File: config.mk
export PLATFORM = sky130hd
export DESIGN_NAME = pwc_muldiv
export DESIGN_NICKNAME = d
export VERILOG_FILES = /design/src/rtl/core/pwc_pkg.sv /design/src/rtl/core/pwc_muldiv.sv
export SDC_FILE = /design/constraint.sdc
export NUM_CORES = 2
export LEC_CHECK = 0
export ABC_AREA = 0
export BUFFER_PORTS_ARGS = -buffer_cell sky130_fd_sc_hd__clkbuf_2
export CORE_ASPECT_RATIO = 1.25
export CORE_MARGIN = 5
export CORE_UTILIZATION = 50
export CTS_BUF_LIST = sky130_fd_sc_hd__clkbuf_8
export CTS_CLUSTER_SIZE = 28
export DETAILED_ROUTE_END_ITERATION = 10
export PLACE_DENSITY = 0.65
export SYNTH_ARGS = -nofsm -noshare
export SYNTH_HDL_FRONTEND = slang
export SYNTH_SLANG_ARGS = --single-unit
File: constraint.sdc
create_clock -name clk -period 10.55 [get_ports clk]
set_input_delay 0.5275 -clock clk [delete_from_list [all_inputs] [get_ports clk]]
set_output_delay 0.5275 -clock clk [all_outputs]
set_load 0.05 [all_outputs]
File: src/rtl/core/pwc_pkg.sv
// Shared types and constants for the polygon window clipper.
package pwc_pkg;

  localparam int CW     = 32;          // coordinate width
  localparam int DW     = CW + 1;      // width of a coordinate difference
  localparam int T_FRAC = 30;          // fraction bits of an edge parameter
  localparam int TW     = 63;          // signed edge parameter width
  localparam int QW     = 62;          // saturated quotient magnitude width
  localparam int PW     = 2 * CW;      // product width of the multiply-divide unit

  localparam logic [QW-1:0]        T_SAT = {QW{1'b1}};
  localparam logic signed [TW-1:0] T_ONE = TW'(1) << T_FRAC;
  localparam logic signed [CW-1:0] C_MAX = {1'b0, {(CW-1){1'b1}}};
  localparam logic signed [CW-1:0] C_MIN = {1'b1, {(CW-1){1'b0}}};

  // Configuration register indexes.
  localparam logic [1:0] REG_X_MIN = 2'd0;
  localparam logic [1:0] REG_X_MAX = 2'd1;
  localparam logic [1:0] REG_Y_MIN = 2'd2;
  localparam logic [1:0] REG_Y_MAX = 2'd3;

  // Request to the shared multiply-divide unit: floor(a*b/c), c non-zero.
  typedef struct packed {
    logic          start;
    logic [CW-1:0] a;
    logic [CW-1:0] b;
    logic [CW-1:0] c;
  } md_req_t;

  // Response from the shared multiply-divide unit.
  typedef struct packed {
    logic          busy;
    logic          done;
    logic [QW-1:0] q;
  } md_rsp_t;

endpackage

File: src/rtl/core/pwc_muldiv.sv
// Shared multiply then restoring divide unit, one quotient bit per cycle.
module pwc_muldiv
  import pwc_pkg::*;
(
  input  logic    clk,
  input  logic    rst,
  input  md_req_t req,
  output md_rsp_t rsp
);

  typedef enum logic [1:0] {M_IDLE, M_MUL, M_DIV} md_state_t;

  md_state_t     state;
  logic [CW-1:0] op_a;
  logic [CW-1:0] op_b;
  logic [CW-1:0] op_c;
  logic [CW-1:0] rem;
  logic [PW-1:0] dq;
  logic [5:0]    cnt;
  logic          done;
  logic [CW:0]   trial;
  logic          fits;

  // One restoring step: bring down the next dividend bit and try to subtract.
  assign trial = {rem, dq[PW-1]};
  assign fits  = trial >= {1'b0, op_c};

  always_ff @(posedge clk) begin
    if (rst) begin
      state <= M_IDLE;
      done  <= 1'b0;
    end else begin
      done <= 1'b0;
      unique case (state)
        M_IDLE: begin
          if (req.start) begin
            op_a  <= req.a;
            op_b  <= req.b;
            op_c  <= req.c;
            state <= M_MUL;
          end
        end
        M_MUL: begin
          dq    <= op_a * op_b;
          rem   <= '0;
          cnt   <= 6'd63;
          state <= M_DIV;
        end
        M_DIV: begin
          rem <= fits ? CW'(trial - {1'b0, op_c}) : trial[CW-1:0];
          dq  <= {dq[PW-2:0], fits};
          cnt <= cnt - 6'd1;
          if (cnt == 6'd0) begin
            done  <= 1'b1;
            state <= M_IDLE;
          end
        end
        default: state <= M_IDLE;
      endcase
    end
  end

  // The quotient saturates at the largest parameter magnitude.
  assign rsp.busy = (state != M_IDLE);
  assign rsp.done = done;
  assign rsp.q    = (dq > PW'(T_SAT)) ? T_SAT : dq[QW-1:0];

endmodule

==> impl_summary.log <==
[metrics] simple-gate portion of the synthesized area: 17.0%
[metrics] Setup crit end kind: flop
[metrics] critical-path maximum fanout: 23
[metrics] number of top-level pins: 163
[metrics] post-place setup slack: 2170 ps
[metrics] Synth Warn #: 0
[metrics] cell area after layout: between 0.04 and 0.05 mm2
[metrics] register clock-pin slew on the reported worst setup and hold paths: 70 ps
[metrics] HP Class: in2reg
[metrics] Die H: 338 um
[metrics] Detailed Route WL: 113000 um
[metrics] grt total ovfl: 0
[metrics] area after detailed placement: about 0.045 mm2
[metrics] met3 capacity usage during global routing: 3.33%
[metrics] vias per std cell: 5.41
[metrics] number of synthesized flops with an enable pin: ~200
[metrics] endpoints failing hold: 0
[metrics] PnR worst setup slack: around 2000 ps
[metrics] maximum number of pins on one net before global-route repair: 93
[metrics] synthesis-to-layout area growth: 6.60%
[metrics] Site Rows: 120
[metrics] final worst path period share: 80.7%
[metrics] routability cong.: 0.915
[metrics] slew at the pin closest to its max-slew limit: 1200 ps
[metrics] Max clock buf depth: 3
[metrics] status: finished clean
[metrics] Crit path arrival time: 8910 ps
[metrics] number of CTS-inserted buffers: 40
[metrics] met2 layer usage reported by global route: 46.1%
[metrics] data required time of the critical path: between 10000 and 15000 ps
[metrics] number of antenna violations at the first check in global routing: 2
[metrics] clock latency of the later-clocked register in the worst-skew pair: 680 ps
[metrics] Inst Count DP: 5553
[metrics] Clk Tree Root Cell: sky130_fd_sc_hd__clkbuf_8
[metrics] number of nets with antenna violations after routing: 0
[metrics] final routed DRC violation total: 0
[metrics] most used cells in the layout excluding fill and tap cells: sky130_fd_sc_hd__inv_1 (915), sky130_fd_sc_hd__fa_1 (897), sky130_fd_sc_hd__and2_1 (597)
[metrics] final net count: 5819
[metrics] RSZ-0062 raised after global routing: false
[metrics] routed length per instance: 20.0 um
[metrics] Unique masters post-synth: 75
[metrics] total global routing track utilization: 25.3%
[metrics] full die area: 0.0920 mm2
[metrics] clock tree skew after final layout: between 40 and 50 ps
[metrics] normalized max-slew margin: 20.2%
[metrics] Avg Inst Size Synth: 9.60 um2
[metrics] Die W: 272 um
[metrics] fraction of synthesized area in multiplexers: 0.861%
[metrics] kind of start point of the critical path: flop
[metrics] PortBufs: roughly 160
[metrics] final total negative setup slack: 0 ps
[metrics] area of the placeable core: 0.0856 mm2
[metrics] path type of the worst setup path: reg2reg
[metrics] dominant register cell in the synthesized netlist: sky130_fd_sc_hd__edfxtp_1
[metrics] Setup violations, final: 0
[metrics] Compound-Gate Fraction of Synth Area: 5.84%
[metrics] number of sinks on the clock net: 201
[metrics] adder-cell area share of the yosys netlist: 50.5%
[metrics] Post-Syn Nets: 5775
[metrics] setup repair bufs after CTS: 0
[metrics] initial cell density of the core: 50.2%
[metrics] number of standard cells in the layout, taps in and fillers out: between 5000 and 6000
[metrics] most common cell after layout, fill and taps aside: sky130_fd_sc_hd__inv_1
[metrics] async set-reset flop share out of synthesis: 0%
[metrics] vias in the first global route: roughly 34000
[metrics] routed via count: 30600
[metrics] post-synthesis sequential area ratio: 14.0%
[metrics] number of optimization iterations in the first detailed-route pass: 5
[metrics] Tmin final: 8510 ps
[metrics] iteration-0 DRC count of the detailed router: 1654
[metrics] Netlist Area Pre-Place: 0.0430 mm2
[metrics] first-pass GRT wire length: 183000 um
[metrics] maximum frequency from static timing analysis: 117 MHz
[metrics] CTS tree: yes
[metrics] met1 layer usage reported by global route: 30.1%
[metrics] count of state elements after synthesis: 201
[metrics] number of maximum-capacitance constraint violations: 0
[metrics] fraction of final layout cells with drive strength greater than 1: 7.03%
[metrics] DP HPWL: about 90000 um
[metrics] XOR/XNOR Fraction of Synth Area: roughly 1.7%
[metrics] total number of H-tree levels: 2
[metrics] busiest layer in global routing: met2
[metrics] Post-Synthesis Cells: 4479
[metrics] number of pins exceeding their max-slew limit in the final report: 0
[metrics] largest family of logic cells by synthesized area: adder cells
[flip-flops by register name, indices dropped and copies added, names as in the netlist]
register and flops:
op_a 32, op_b 32, cnt 6, done 1, dq 64, op_c 32
rem 32, state 2
[layout make-up]
class	instances	area, um2
multi-input cells	3122	32700
flip-flops and latches	201	6010
inverters	899	3370
diodes	2	5.00
fillers	7835	39700
well taps	1098	1370
clock buffers	42	578
clock inverters	29	236
repair buffers	259	1600
[synthesized netlist by cell type (8+ instances only)]
cell / n / area, um2
sky130_fd_sc_hd__inv_1: 899 / 3370
sky130_fd_sc_hd__fa_1: 897 / 18000
sky130_fd_sc_hd__and2_1: 597 / 3730
sky130_fd_sc_hd__nand2_1: 554 / 2080
sky130_fd_sc_hd__ha_1: 300 / 3750
sky130_fd_sc_hd__clkbuf_1: 246 / 923
sky130_fd_sc_hd__edfxtp_1: 198 / 5950
sky130_fd_sc_hd__a21oi_1: 100 / 500
sky130_fd_sc_hd__o21ai_0: 84 / 420
sky130_fd_sc_hd__nor2_1: 82 / 308
sky130_fd_sc_hd__or3_1: 67 / 419
sky130_fd_sc_hd__a21o_1: 62 / 465
sky130_fd_sc_hd__xnor2_1: 52 / 455
sky130_fd_sc_hd__nand3_1: 29 / 145
sky130_fd_sc_hd__xor2_1: 29 / 254
sky130_fd_sc_hd__mux2i_1: 28 / 280
sky130_fd_sc_hd__o21a_1: 21 / 158
sky130_fd_sc_hd__nand4_1: 18 / 113
sky130_fd_sc_hd__nor3_1: 18 / 90.1
sky130_fd_sc_hd__o21bai_1: 15 / 113
sky130_fd_sc_hd__a211oi_1: 14 / 105
sky130_fd_sc_hd__and3_1: 14 / 87.6
sky130_fd_sc_hd__a31oi_1: 13 / 81.3
sky130_fd_sc_hd__nand2b_1: 12 / 75.1
sky130_fd_sc_hd__nor2b_1: 12 / 75.1
sky130_fd_sc_hd__o31ai_1: 11 / 82.6
sky130_fd_sc_hd__o21ai_1: 10 / 50.1
sky130_fd_sc_hd__buf_2: 8 / 40.0
sky130_fd_sc_hd__mux2_2: 8 / 90.1
[cells by family after synthesis]
logic type	Yosys count
flip-flops	201
AND/OR/NAND/NOR	1428
adder cells (fa/ha/maj)	1197
XOR/XNOR	81
buffers and inverters	1156
multiplexers	36
AO/OA/AOI/OAI	380
[worst max-delay path, stage by stage (launching register included)]
cell,delay (ps)
sky130_fd_sc_hd__edfxtp_1,980
sky130_fd_sc_hd__buf_4,320
sky130_fd_sc_hd__and2_1,180
sky130_fd_sc_hd__fa_1,460
sky130_fd_sc_hd__fa_1,490
sky130_fd_sc_hd__fa_1,530
sky130_fd_sc_hd__inv_1,50
sky130_fd_sc_hd__fa_1,470
sky130_fd_sc_hd__inv_1,50
sky130_fd_sc_hd__fa_1,470
sky130_fd_sc_hd__fa_1,580
sky130_fd_sc_hd__fa_1,440
sky130_fd_sc_hd__fa_1,450
sky130_fd_sc_hd__ha_1,420
sky130_fd_sc_hd__a21oi_1,100
sky130_fd_sc_hd__o21ai_0,300
sky130_fd_sc_hd__a31oi_1,100
sky130_fd_sc_hd__o221ai_1,170
sky130_fd_sc_hd__a21oi_1,110
sky130_fd_sc_hd__o31ai_2,460
sky130_fd_sc_hd__a21oi_1,250
sky130_fd_sc_hd__o31ai_2,400
sky130_fd_sc_hd__nor4bb_1,330
sky130_fd_sc_hd__nor3_1,90
[final timing paths]
path | startpoint | end | slack, ps | depth (start not counted)
worst max-delay path | op_a[13]$_DFFE_PP_ | dq[58]$_DFFE_PP_ | 2040 | 23
worst min-delay path | req[64] | op_a[0]$_DFFE_PP_ | 50 | 1
worst max register to register | op_a[13]$_DFFE_PP_ | dq[58]$_DFFE_PP_ | 2040 | 23
worst min register to register | dq[36]$_DFFE_PP_ | dq[37]$_DFFE_PP_ | 530 | 2
[stage by stage]
stage                     hold slack [ps]  util (%)
after detailed placement              539      52.3
after global routing                 11.3      53.6
final                                49.7      53.6
after floorplan                       490         -
after global placement                528      52.3
after CTS                            3.44      53.5
[metal layers]
metal	up-vias	share of wire [%]	wire, um
met1	15700	37	42300
met4	0	5.0	5690
met2	908	53	59500
met5	-	0	0
met3	276	5.1	5760
li1	13700	-	-
[repair_timing]
action,4_1_cts,5_1_grt
gates resized for setup,0,0
hold buffers,26,0
endpoints found under the hold margin,26,0
Power is left out: the tool's default activity adds up to more than one toggle a clock period on the data nets, which glitch-free logic cannot reach.
